$ cat src/rtl/ipws_pkg.sv
// ----------------------------------------------------------------------------
// ipws_pkg
// Shared types and constants for the ignition power watchdog supervisor.
// ----------------------------------------------------------------------------
package ipws_pkg;

  localparam int CFG_IDX_W = 3;
  localparam int CFG_DAT_W = 16;
  localparam int IN_DATA_W = 32;
  localparam int OUT_DATA_W = 32;

  // register indexes
  localparam logic [CFG_IDX_W-1:0] REG_WD_EN    = 3'd0;
  localparam logic [CFG_IDX_W-1:0] REG_PAT_TO   = 3'd1;
  localparam logic [CFG_IDX_W-1:0] REG_SHDN_DLY = 3'd2;
  localparam logic [CFG_IDX_W-1:0] REG_CHK_PER  = 3'd3;
  localparam logic [CFG_IDX_W-1:0] REG_BOOT_GR  = 3'd4;
  localparam logic [CFG_IDX_W-1:0] REG_MIN_OFF  = 3'd5;
  localparam logic [CFG_IDX_W-1:0] REG_DB_PER   = 3'd6;
  localparam logic [CFG_IDX_W-1:0] REG_DB_CNT   = 3'd7;

  // command codes
  localparam logic [7:0] CMD_IGN_STATE = 8'd11;
  localparam logic [7:0] CMD_ELAP_SEC  = 8'd12;
  localparam logic [7:0] CMD_ELAP_MIN  = 8'd13;
  localparam logic [7:0] CMD_LOOPBACK  = 8'd14;
  localparam logic [7:0] CMD_PAT       = 8'd15;
  localparam logic [7:0] CMD_DET_SET   = 8'd100;
  localparam logic [7:0] CMD_IGN_SET   = 8'd101;
  localparam logic [7:0] CMD_DET_GET   = 8'd102;
  localparam logic [7:0] CMD_EVT_GET   = 8'd103;
  localparam logic [7:0] CMD_MODE_GET  = 8'd104;

  localparam logic [1:0] FS_OK       = 2'd0;
  localparam logic [1:0] FS_OVERFLOW = 2'd1;

  localparam logic [1:0] ERR_OK       = 2'd0;
  localparam logic [1:0] ERR_OVERFLOW = 2'd1;
  localparam logic [1:0] ERR_UNKNOWN  = 2'd2;
  localparam logic [1:0] ERR_INCOMPL  = 2'd3;

  localparam logic [1:0] MODE_WATCHING = 2'd0;
  localparam logic [1:0] MODE_SHUTDOWN = 2'd1;
  localparam logic [1:0] MODE_BOOTING  = 2'd2;
  localparam logic [1:0] MODE_IDLE     = 2'd3;

  localparam logic [9:0] MS_LAST  = 10'd999;
  localparam logic [5:0] SEC_LAST = 6'd59;

  // watchdog state, one-hot
  typedef enum logic [3:0] {
    DOG_WATCH = 4'b0001,
    DOG_SHDN  = 4'b0010,
    DOG_BOOT  = 4'b0100,
    DOG_IDLE  = 4'b1000
  } dog_t;

  typedef struct packed {
    logic        wd_en;
    logic [31:0] pat_to_ms;
    logic [31:0] shdn_ms;
    logic [31:0] chk_ms;
    logic [31:0] boot_ms;
    logic [31:0] min_off_ms;
    logic [15:0] db_per;
    logic [7:0]  db_cnt;
  } cfg_t;

  typedef struct packed {
    logic       cmd;
    logic       ignition_pin;
    logic [1:0] frame_status;
    logic [7:0] command_code;
    logic [7:0] param_first;
    logic [7:0] param_second;
  } item_t;

  typedef struct packed {
    logic [1:0]  watchdog_mode_now;
    logic        ignition_latched;
    logic        relay_on;
    logic [15:0] reply_data;
    logic [7:0]  echo_command;
    logic [1:0]  error_code;
  } result_t;

  // seconds to milliseconds: v*1024 - v*16 - v*8
  function automatic logic [31:0] to_ms(input logic [15:0] v);
    logic [31:0] w;
    w = {16'd0, v};
    return (w << 10) - (w << 4) - (w << 3);
  endfunction

  // one-hot state to reported mode code
  function automatic logic [1:0] mode_code(input dog_t d);
    logic [1:0] m;
    case (d)
      DOG_WATCH: m = MODE_WATCHING;
      DOG_SHDN:  m = MODE_SHUTDOWN;
      DOG_BOOT:  m = MODE_BOOTING;
      default:   m = MODE_IDLE;
    endcase
    return m;
  endfunction

endpackage

$ cat src/rtl/ipws_cfg.sv
// ----------------------------------------------------------------------------
// ipws_cfg
// Configuration register file; interval registers kept in milliseconds.
// ----------------------------------------------------------------------------
module ipws_cfg
  import ipws_pkg::*;
(
  input  logic                 clk,
  input  logic                 rst_n,
  input  logic                 wr_en,
  input  logic [CFG_IDX_W-1:0] wr_idx,
  input  logic [CFG_DAT_W-1:0] wr_data,
  output cfg_t                 cfg
);

  cfg_t cfg_r;

  always_ff @(posedge clk) begin
    if (!rst_n) begin
      cfg_r.wd_en      <= 1'b1;
      cfg_r.pat_to_ms  <= to_ms(16'd20);
      cfg_r.shdn_ms    <= to_ms(16'd30);
      cfg_r.chk_ms     <= to_ms(16'd5);
      cfg_r.boot_ms    <= to_ms(16'd60);
      cfg_r.min_off_ms <= to_ms(16'd5);
      cfg_r.db_per     <= 16'd50;
      cfg_r.db_cnt     <= 8'd3;
    end else if (wr_en) begin
      case (wr_idx)
        REG_WD_EN:    cfg_r.wd_en      <= wr_data[0];
        REG_PAT_TO:   cfg_r.pat_to_ms  <= to_ms(wr_data);
        REG_SHDN_DLY: cfg_r.shdn_ms    <= to_ms(wr_data);
        REG_CHK_PER:  cfg_r.chk_ms     <= to_ms(wr_data);
        REG_BOOT_GR:  cfg_r.boot_ms    <= to_ms(wr_data);
        REG_MIN_OFF:  cfg_r.min_off_ms <= to_ms(wr_data);
        REG_DB_PER:   cfg_r.db_per     <= wr_data;
        REG_DB_CNT:   cfg_r.db_cnt     <= wr_data[7:0];
        default:      ;
      endcase
    end
  end

  assign cfg = cfg_r;

endmodule

$ cat src/rtl/ipws_core.sv
// ----------------------------------------------------------------------------
// ipws_core
// Supervisor state and single-pass item evaluation.
// ----------------------------------------------------------------------------
module ipws_core
  import ipws_pkg::*;
(
  input  logic    clk,
  input  logic    rst_n,
  input  logic    fire,
  input  item_t   item,
  input  cfg_t    cfg,
  output result_t res
);

  logic [31:0] now_r, now_nxt, npc_r, npc_nxt, ict_r, ict_nxt;
  logic [31:0] ndr_r, ndr_nxt, lpt_r, lpt_nxt, sds_r, sds_nxt;
  logic [31:0] bst_r, bst_nxt, pot_r, pot_nxt;
  logic        lps_r, lps_nxt, ign_r, ign_nxt, pwr_r, pwr_nxt;
  logic [7:0]  pmc_r, pmc_nxt, det_r, det_nxt;
  dog_t        dog_r, dog_nxt;
  logic [15:0] evt_r, evt_nxt;
  // time since last ignition change, counted incrementally
  logic [31:0] el_r, el_nxt;
  logic [9:0]  el_ms_r, el_ms_nxt;
  logic [5:0]  el_s_r, el_s_nxt;
  logic [15:0] sec_r, sec_nxt, min_r, min_nxt;
  logic        ign_chg;
  logic [7:0]  pmc_inc;
  logic [31:0] nn;

  function automatic logic passed(input logic [31:0] t, input logic [31:0] s,
                                  input logic [31:0] iv);
    logic [31:0] d;
    d = t - s;
    return d >= iv;
  endfunction

  always_comb begin
    now_nxt = now_r; npc_nxt = npc_r; ict_nxt = ict_r; ndr_nxt = ndr_r;
    lpt_nxt = lpt_r; sds_nxt = sds_r; bst_nxt = bst_r; pot_nxt = pot_r;
    lps_nxt = lps_r; ign_nxt = ign_r; pwr_nxt = pwr_r; pmc_nxt = pmc_r;
    det_nxt = det_r; dog_nxt = dog_r; evt_nxt = evt_r;
    ign_chg = 1'b0;
    nn = now_r + 32'd1;
    pmc_inc = pmc_r + 8'd1;
    res = '0;
    if (!item.cmd) begin
      now_nxt = nn;
      // debounce
      if (det_r != 8'd0 && passed(nn, npc_r, {16'd0, cfg.db_per})) begin
        if (item.ignition_pin == lps_r) begin
          pmc_nxt = pmc_inc;
          if (pmc_inc >= cfg.db_cnt) begin
            pmc_nxt = 8'd0;
            if (ign_r != item.ignition_pin) begin
              ign_nxt = item.ignition_pin;
              ign_chg = 1'b1;
            end
          end
        end else begin
          pmc_nxt = 8'd0;
        end
        lps_nxt = item.ignition_pin;
        npc_nxt = npc_r + {16'd0, cfg.db_per};
      end
      // watchdog
      if (cfg.wd_en && passed(nn, ndr_r, cfg.chk_ms)) begin
        case (dog_r)
          DOG_WATCH: if (passed(nn, lpt_r, cfg.pat_to_ms)) begin
            evt_nxt = evt_r + 16'd1;
            dog_nxt = DOG_SHDN;
            sds_nxt = nn;
          end
          DOG_SHDN: if (passed(nn, sds_r, cfg.shdn_ms)) begin
            evt_nxt = evt_r + 16'd1;
            pot_nxt = nn;
            pwr_nxt = 1'b0;
            dog_nxt = DOG_IDLE;
          end
          DOG_BOOT: if (passed(nn, bst_r, cfg.boot_ms)) begin
            pot_nxt = nn;
            pwr_nxt = 1'b0;
            dog_nxt = DOG_IDLE;
          end
          default: ;
        endcase
        ndr_nxt = ndr_r + cfg.chk_ms;
      end
      // power-up
      if (!pwr_nxt && ign_nxt && passed(nn, pot_nxt, cfg.min_off_ms)) begin
        pwr_nxt = 1'b1;
        dog_nxt = DOG_BOOT;
        bst_nxt = nn;
      end
    end else begin
      res.echo_command = item.command_code;
      if (item.frame_status == FS_OK) begin
        case (item.command_code)
          CMD_IGN_STATE: res.reply_data = {15'd0, ign_r};
          CMD_ELAP_SEC:  res.reply_data = sec_r;
          CMD_ELAP_MIN:  res.reply_data = min_r;
          CMD_LOOPBACK:  res.reply_data = {item.param_first, item.param_second};
          CMD_PAT: begin
            lpt_nxt = now_r;
            dog_nxt = DOG_WATCH;
          end
          CMD_DET_SET:   det_nxt = item.param_first;
          CMD_IGN_SET: begin
            ign_nxt = (item.param_first != 8'd0);
            ign_chg = (ign_nxt != ign_r);
          end
          CMD_DET_GET:   res.reply_data = {8'd0, det_r};
          CMD_EVT_GET:   res.reply_data = evt_r;
          CMD_MODE_GET:  res.reply_data = {14'd0, mode_code(dog_r)};
          default:       res.error_code = ERR_UNKNOWN;
        endcase
      end else if (item.frame_status == FS_OVERFLOW) begin
        res.error_code = ERR_OVERFLOW;
      end else begin
        res.error_code = ERR_INCOMPL;
      end
    end
    if (ign_chg) ict_nxt = now_nxt;
    res.relay_on = pwr_nxt;
    res.ignition_latched = ign_nxt;
    res.watchdog_mode_now = mode_code(dog_nxt);
  end

  // elapsed counters follow now - ict modulo 2^32
  always_comb begin
    el_nxt = el_r; el_ms_nxt = el_ms_r; el_s_nxt = el_s_r;
    sec_nxt = sec_r; min_nxt = min_r;
    if (ign_chg || (!item.cmd && el_r == '1)) begin
      el_nxt = '0; el_ms_nxt = '0; el_s_nxt = '0; sec_nxt = '0; min_nxt = '0;
    end else if (!item.cmd) begin
      el_nxt = el_r + 32'd1;
      if (el_ms_r == MS_LAST) begin
        el_ms_nxt = '0;
        sec_nxt = sec_r + 16'd1;
        if (el_s_r == SEC_LAST) begin
          el_s_nxt = '0;
          min_nxt = min_r + 16'd1;
        end else begin
          el_s_nxt = el_s_r + 6'd1;
        end
      end else begin
        el_ms_nxt = el_ms_r + 10'd1;
      end
    end
  end

  always_ff @(posedge clk) begin
    if (!rst_n) begin
      now_r <= '0; npc_r <= '0; ict_r <= '0; ndr_r <= '0; lpt_r <= '0;
      sds_r <= '0; bst_r <= '0; pot_r <= '0; lps_r <= 1'b0; ign_r <= 1'b0;
      pwr_r <= 1'b0; pmc_r <= '0; det_r <= 8'd1; dog_r <= DOG_IDLE;
      evt_r <= 16'd1; el_r <= '0; el_ms_r <= '0; el_s_r <= '0;
      sec_r <= '0; min_r <= '0;
    end else if (fire) begin
      now_r <= now_nxt; npc_r <= npc_nxt; ict_r <= ict_nxt; ndr_r <= ndr_nxt;
      lpt_r <= lpt_nxt; sds_r <= sds_nxt; bst_r <= bst_nxt; pot_r <= pot_nxt;
      lps_r <= lps_nxt; ign_r <= ign_nxt; pwr_r <= pwr_nxt; pmc_r <= pmc_nxt;
      det_r <= det_nxt; dog_r <= dog_nxt; evt_r <= evt_nxt;
      el_r <= el_nxt; el_ms_r <= el_ms_nxt; el_s_r <= el_s_nxt;
      sec_r <= sec_nxt; min_r <= min_nxt;
    end
  end

endmodule

$ cat src/rtl/ignition_power_watchdog_supervisor_unit.sv
// ----------------------------------------------------------------------------
// ignition_power_watchdog_supervisor_unit
// Host power relay supervisor: ignition debounce, host watchdog, commands.
// ----------------------------------------------------------------------------
// Pipeline: each accepted word goes to the input reg, then its result to the result reg.
// Throughput: 1 word per cycle while out_tready holds; the supervisor state updates in one pass.
// Reset: synchronous active-low rst_n clears both stages and loads the
// register and state defaults; no clearing pass, input ready in the first
// cycle after reset.
module ignition_power_watchdog_supervisor_unit
  import ipws_pkg::*;
(
  input  logic                  clk,
  input  logic                  rst_n,
  // tdata: ignition_pin, frame_status[1:0], command_code[7:0],
  //        param_first[7:0], param_second[7:0], zero pad
  input  logic                  in_tvalid,
  output logic                  in_tready,
  input  logic [IN_DATA_W-1:0]  in_tdata,
  input  logic                  in_tuser,  // cmd
  // tdata: error_code[1:0], echo_command[7:0], reply_data[15:0], relay_on,
  //        ignition_latched, watchdog_mode_now[1:0], zero pad
  output logic                  out_tvalid,
  input  logic                  out_tready,
  output logic [OUT_DATA_W-1:0] out_tdata,
  input  logic                  cfg_valid,
  output logic                  cfg_ready,
  input  logic [CFG_IDX_W-1:0]  cfg_addr,
  input  logic [CFG_DAT_W-1:0]  cfg_data
);

  cfg_t    cfg;
  item_t   item_r;
  result_t res, res_r;
  logic    stg_v_r, out_v_r, adv;

  assign cfg_ready = 1'b1;

  ipws_cfg u_cfg (
    .clk, .rst_n,
    .wr_en   (cfg_valid),
    .wr_idx  (cfg_addr),
    .wr_data (cfg_data),
    .cfg     (cfg)
  );

  // stage word moves into the result register when that slot frees up
  assign adv       = stg_v_r && (!out_v_r || out_tready);
  assign in_tready = !stg_v_r || adv;

  always_ff @(posedge clk) begin
    if (!rst_n) begin
      stg_v_r <= 1'b0;
      out_v_r <= 1'b0;
    end else begin
      if (in_tready) stg_v_r <= in_tvalid;
      if (adv) out_v_r <= 1'b1;
      else if (out_tready) out_v_r <= 1'b0;
    end
  end

  always_ff @(posedge clk) begin
    if (in_tvalid && in_tready) begin
      item_r.cmd          <= in_tuser;
      item_r.ignition_pin <= in_tdata[0];
      item_r.frame_status <= in_tdata[2:1];
      item_r.command_code <= in_tdata[10:3];
      item_r.param_first  <= in_tdata[18:11];
      item_r.param_second <= in_tdata[26:19];
    end
    if (adv) res_r <= res;
  end

  ipws_core u_core (
    .clk, .rst_n,
    .fire (adv),
    .item (item_r),
    .cfg  (cfg),
    .res  (res)
  );

  assign out_tvalid = out_v_r;
  assign out_tdata  = {2'd0, res_r};

endmodule

$ cat config.mk
export PLATFORM = sky130hd
export DESIGN_NAME = ignition_power_watchdog_supervisor_unit
export DESIGN_NICKNAME = d
export VERILOG_FILES = /design/src/rtl/ipws_pkg.sv /design/src/rtl/ipws_cfg.sv /design/src/rtl/ipws_core.sv /design/src/rtl/ignition_power_watchdog_supervisor_unit.sv
export SDC_FILE = /design/constraint.sdc
export NUM_CORES = 2
export LEC_CHECK = 0
export BUFFER_PORTS_ARGS = -buffer_cell sky130_fd_sc_hd__buf_2
export CAP_MARGIN = 15
export CORE_ASPECT_RATIO = 0.9
export CORE_MARGIN = 2
export CORE_UTILIZATION = 25
export CTS_BUF_LIST = sky130_fd_sc_hd__clkbuf_4 sky130_fd_sc_hd__clkbuf_8
export DETAILED_ROUTE_END_ITERATION = 12
export PLACE_DENSITY = 0.51
export SLEW_MARGIN = 30
export SYNTH_ARGS = -nofsm -noshare
export SYNTH_HDL_FRONTEND = slang
export SYNTH_HIERARCHICAL = 1
export SYNTH_SLANG_ARGS = --single-unit
$ cat constraint.sdc
create_clock -name clk -period 31.5 [get_ports clk]
set_clock_uncertainty 0.2 [all_clocks]
set_input_delay 6.3 -clock clk [delete_from_list [all_inputs] [get_ports clk]]
set_output_delay 6.3 -clock clk [all_outputs]
set_load 0.05 [all_outputs]
==> reports/summary.log <==
qor: power_and_ir_drop.worst_ir_drop_vdd 47.9 µV
qor: status.status completed
qor: place.place.gp.congestion 0.858
qor: clocking.post-cts-setup-buffers 0
qor: floorplan.die_h 387 µm
qor: drt.vias 35,700
qor: layout.area_occupied_by_multi_input_gates 26,500 µm²
qor: sta.setup_total_negative_slack 0 ns
qor: grt.first_global_vias 33,200
qor: power_and_ir_drop.p_total 2080 µW
qor: logic_synthesis.synthDominantAreaCellType dfxtp_1
qor: setup_path.timing.critical_path.to_type register
qor: sta.max-slew-margin-rel 29.7%
qor: clocking.clkTransAtPathRegs 0.06 ns
qor: clocking.cts-resized-gates 0
qor: sta.final.min_clock_period 16.51 ns
qor: setup_path.r2r_slack 14.99 ns
qor: floorplan.core-area 162,000 µm²
qor: clocking.clkLatencyLatePin 0.79 ns
qor: clocking.cts_made_buffers 104
qor: grt.largest_net_degree_at_the_start_of_global_routing 167
qor: drt.wirelength 123,000 µm
qor: grt.grt_overflow_total 0
qor: clocking.cts_tree yes
qor: layout.syn_to_final_growth 12.2%
qor: setup_path.critical_path_required 31.95 ns
qor: grt.grt_first_pass_wirelength 190,000 µm
qor: drt.drt-pass1-iter-count 6
qor: logic_synthesis.ys.warnings.count 6
qor: logic_synthesis.synth.cell_area 40,700 µm²
qor: sta.final-setup-viol-count 0
qor: sta.timing.final.hold_violations 0
qor: logic_synthesis.synth-async-reset-ratio 0%
qor: logic_synthesis.ys_types 102
qor: logic_synthesis.number_of_enable_type_register_cells_in_the_synthesized_netlist 58
qor: logic_synthesis.postSynthCellCount 5,141
qor: drt.detail_route.wl_per_cell 16.7 µm
qor: layout.finalInstanceArea 45,700 µm²
qor: grt.grt_use_total 14.4%
qor: drt.avgViaCountPerCell 4.84
qor: place.post_place_instance_area 43,300 µm²
qor: layout.nNetsFinal 5,677
qor: drt.post_route_antenna_net_violation_count 0
qor: setup_path.criticalPathCategory register to register
qor: clocking.clockRootBuffer clkbuf_8
qor: min_path.min-delay-path-class register to register
qor: drt.remaining_drc_errors 0
qor: sta.tightest_slew 1.05 ns
qor: sta.rsz_0062_raised_after_global_routing false
qor: logic_synthesis.area_share_of_the_largest_cell_type_after_synthesis 24.3%
qor: power_and_ir_drop.p_leak 0.0188 µW
qor: logic_synthesis.ys_dominant_reg_cell dfxtp_1
qor: place.dp_hpwl 94,100 µm
qor: floorplan.effective_utilization_at_floorplan 25.2%
qor: sta.achievable-frequency 60.6 MHz
qor: clocking.cts_hold_buffers 0
qor: setup_path.cp_slowest_cell a211oi_1
qor: layout.final_util 28.2%
qor: logic_synthesis.synth_register_bits 553
qor: logic_synthesis.syn-mean-instance-area 7.92 µm²
qor: sta.fin_crit_sh 52.4%
qor: floorplan.die-area 166,000 µm²
qor: setup_path.startpoint_type register
qor: setup_path.worst_path_largest_cell_delay 0.80 ns
qor: sta.slew_violations 0
qor: logic_synthesis.yosys-top-cells-area dfxtp_1 (24%), ha_1 (14%), nand2_1 (5.2%)
qor: setup_path.cp.arrival 16.96 ns
qor: layout.commonest_non_fill_non_tap_cell_in_the_layout nand2_1
qor: place.place.port_buffers 83
qor: floorplan.x_dimension_of_the_die 429 µm
qor: power_and_ir_drop.power.density 45.6 nW/µm²
qor: logic_synthesis.synth.yosys.seq_area_share 28.6%
qor: layout.share_of_final_layout_standard_cells_stronger_than_drive_strength_1 8.34%
qor: grt.grt_antenna_before_repair 8
qor: layout.final_cell_mix nand2_1 (567), dfxtp_1 (495), inv_1 (472), ha_1 (452), nor2_1 (444)
qor: floorplan.design.portCount 92
qor: layout.final-seq-area 11,700 µm²
qor: drt.detail_route.iter0.violations 2,543
qor: run.drv_cap 0
qor: layout.fillers 17,500
qor: setup_path.cp_common_cell o21ai_0
qor: clocking.tritoncts_num_sinks 553
qor: floorplan.rows 140
qor: setup_path.critical_path.max_fanout 62
qor: clocking.cts_max_level 3
qor: clocking.max-clock-path-buffers 3
## registers in the layout, indices dropped and copies added (netlist names), 4 cells and up
| signal | flops |
|---|---|
| u_cfg/cfg | 150 |
| u_core/bst_r | 32 |
| u_core/el_r | 32 |
| u_core/lpt_r | 32 |
| u_core/ndr_r | 32 |
| u_core/now_r | 32 |
| u_core/npc_r | 32 |
| u_core/pot_r | 32 |
| u_core/sds_r | 32 |
| out_tdata | 30 |
| item_r | 28 |
| u_core/evt_r | 16 |
| u_core/min_r | 16 |
| u_core/sec_r | 16 |
| u_core/el_ms_r | 10 |
| u_core/det_r | 8 |
| u_core/pmc_r | 8 |
| u_core/el_s_r | 6 |
| u_core/dog_r | 4 |
## worst max-delay path: cells and delay by family (launching register included)
kind / cells / cell delay, ns
compound gates: 26 / 7.03
simple gates: 16 / 4.52
fa+ha+maj: 6 / 1.63
buf+inv: 4 / 1.52
xor+xnor: 3 / 0.70
flops: 1 / 0.38
mux: 1 / 0.27
## Yosys cell counts (41+ instances only)
| cell type | count |
|---|---|
| nor2_1 | 452 |
| edfxtp_1 | 58 |
| and3_1 | 63 |
| a21boi_0 | 56 |
| buf_4 | 46 |
| xor2_1 | 135 |
| nand2b_1 | 55 |
| nor3_1 | 105 |
| xnor2_1 | 223 |
| a211oi_1 | 103 |
| a21o_1 | 130 |
| ha_1 | 452 |
| dfxtp_1 | 495 |
| or3_1 | 55 |
| o21ai_0 | 188 |
| nand4_1 | 91 |
| nor2b_1 | 59 |
| nand2_1 | 568 |
| inv_1 | 472 |
| clkbuf_1 | 162 |
| and2_1 | 41 |
| o21a_1 | 50 |
| a21oi_1 | 381 |
| o211ai_1 | 59 |
| nand3_1 | 166 |
## metal layers
| metal | wire length, µm | up-vias | track usage [%] | part of all wire (%) |
|---|---|---|---|---|
| li1 | - | 18100 | - | - |
| met1 | 59300 | 16700 | 20.0 | 48 |
| met2 | 53800 | 781 | 22.7 | 44 |
| met3 | 6000 | 175 | 2.05 | 4.9 |
| met4 | 3980 | 2 | 5.32 | 3.2 |
| met5 | 7 | - | 0 | 0.0057 |
## power breakdown
part           leakage [µW]  internal, µW  switching, µW
Sequential          0.00454           728           12.0
Combinational        0.0130           210            340
Clock               0.00125           455            336
Total                0.0188          1390            688
## worst paths after layout
check | startpoint | endpoint | depth (start not counted)
worst min register to register | u_core/lpt_r[12]$_SDFFE_PN0P_ | u_core/lpt_r[12]$_SDFFE_PN0P_ | 2
worst min-delay path | u_core/lpt_r[12]$_SDFFE_PN0P_ | u_core/lpt_r[12]$_SDFFE_PN0P_ | 2
worst max-delay path | u_core/now_r[1]$_SDFFE_PN0P_ | u_core/bst_r[0]$_SDFFE_PN0P_ | 56
worst max register to register | u_core/now_r[1]$_SDFFE_PN0P_ | u_core/bst_r[0]$_SDFFE_PN0P_ | 56
## through the flow
stage	hold slack, ns	worst slack, ns	instances
after floorplan	0.232	18.46	5156
after global placement	0.241	15.25	7184
after detailed placement	0.245	15.29	7184
after CTS	0.253	15.20	7379
after global routing	0.270	13.69	7381
final	0.251	14.99	7381
## layout make-up
cell class | count | area share, %
Tap cell | 2130 | 5.83
Antenna cell | 2 | 0.0110
Multi-Input combinational cell | 3907 | 58.0
Clock buffer | 159 | 4.37
Clock inverter | 36 | 0.816
Inverter | 474 | 3.91
Timing Repair Buffer | 120 | 1.55
Sequential cell | 553 | 25.5
## kinds of logic after synthesis
| group | after synthesis | synth area share, % |
|---|---|---|
| multiplexers | 36 | 0.891 |
| flip-flops | 553 | 28.6 |
| buffers and inverters | 696 | 6.90 |
| AO/OA/AOI/OAI | 1275 | 21.1 |
| AND/OR/NAND/NOR | 1757 | 20.4 |
| other | 3 | 0.0276 |
| adder cells (fa/ha/maj) | 460 | 14.3 |
| XOR/XNOR | 361 | 7.85 |
Note: power is estimated with default switching activity, not from simulation.
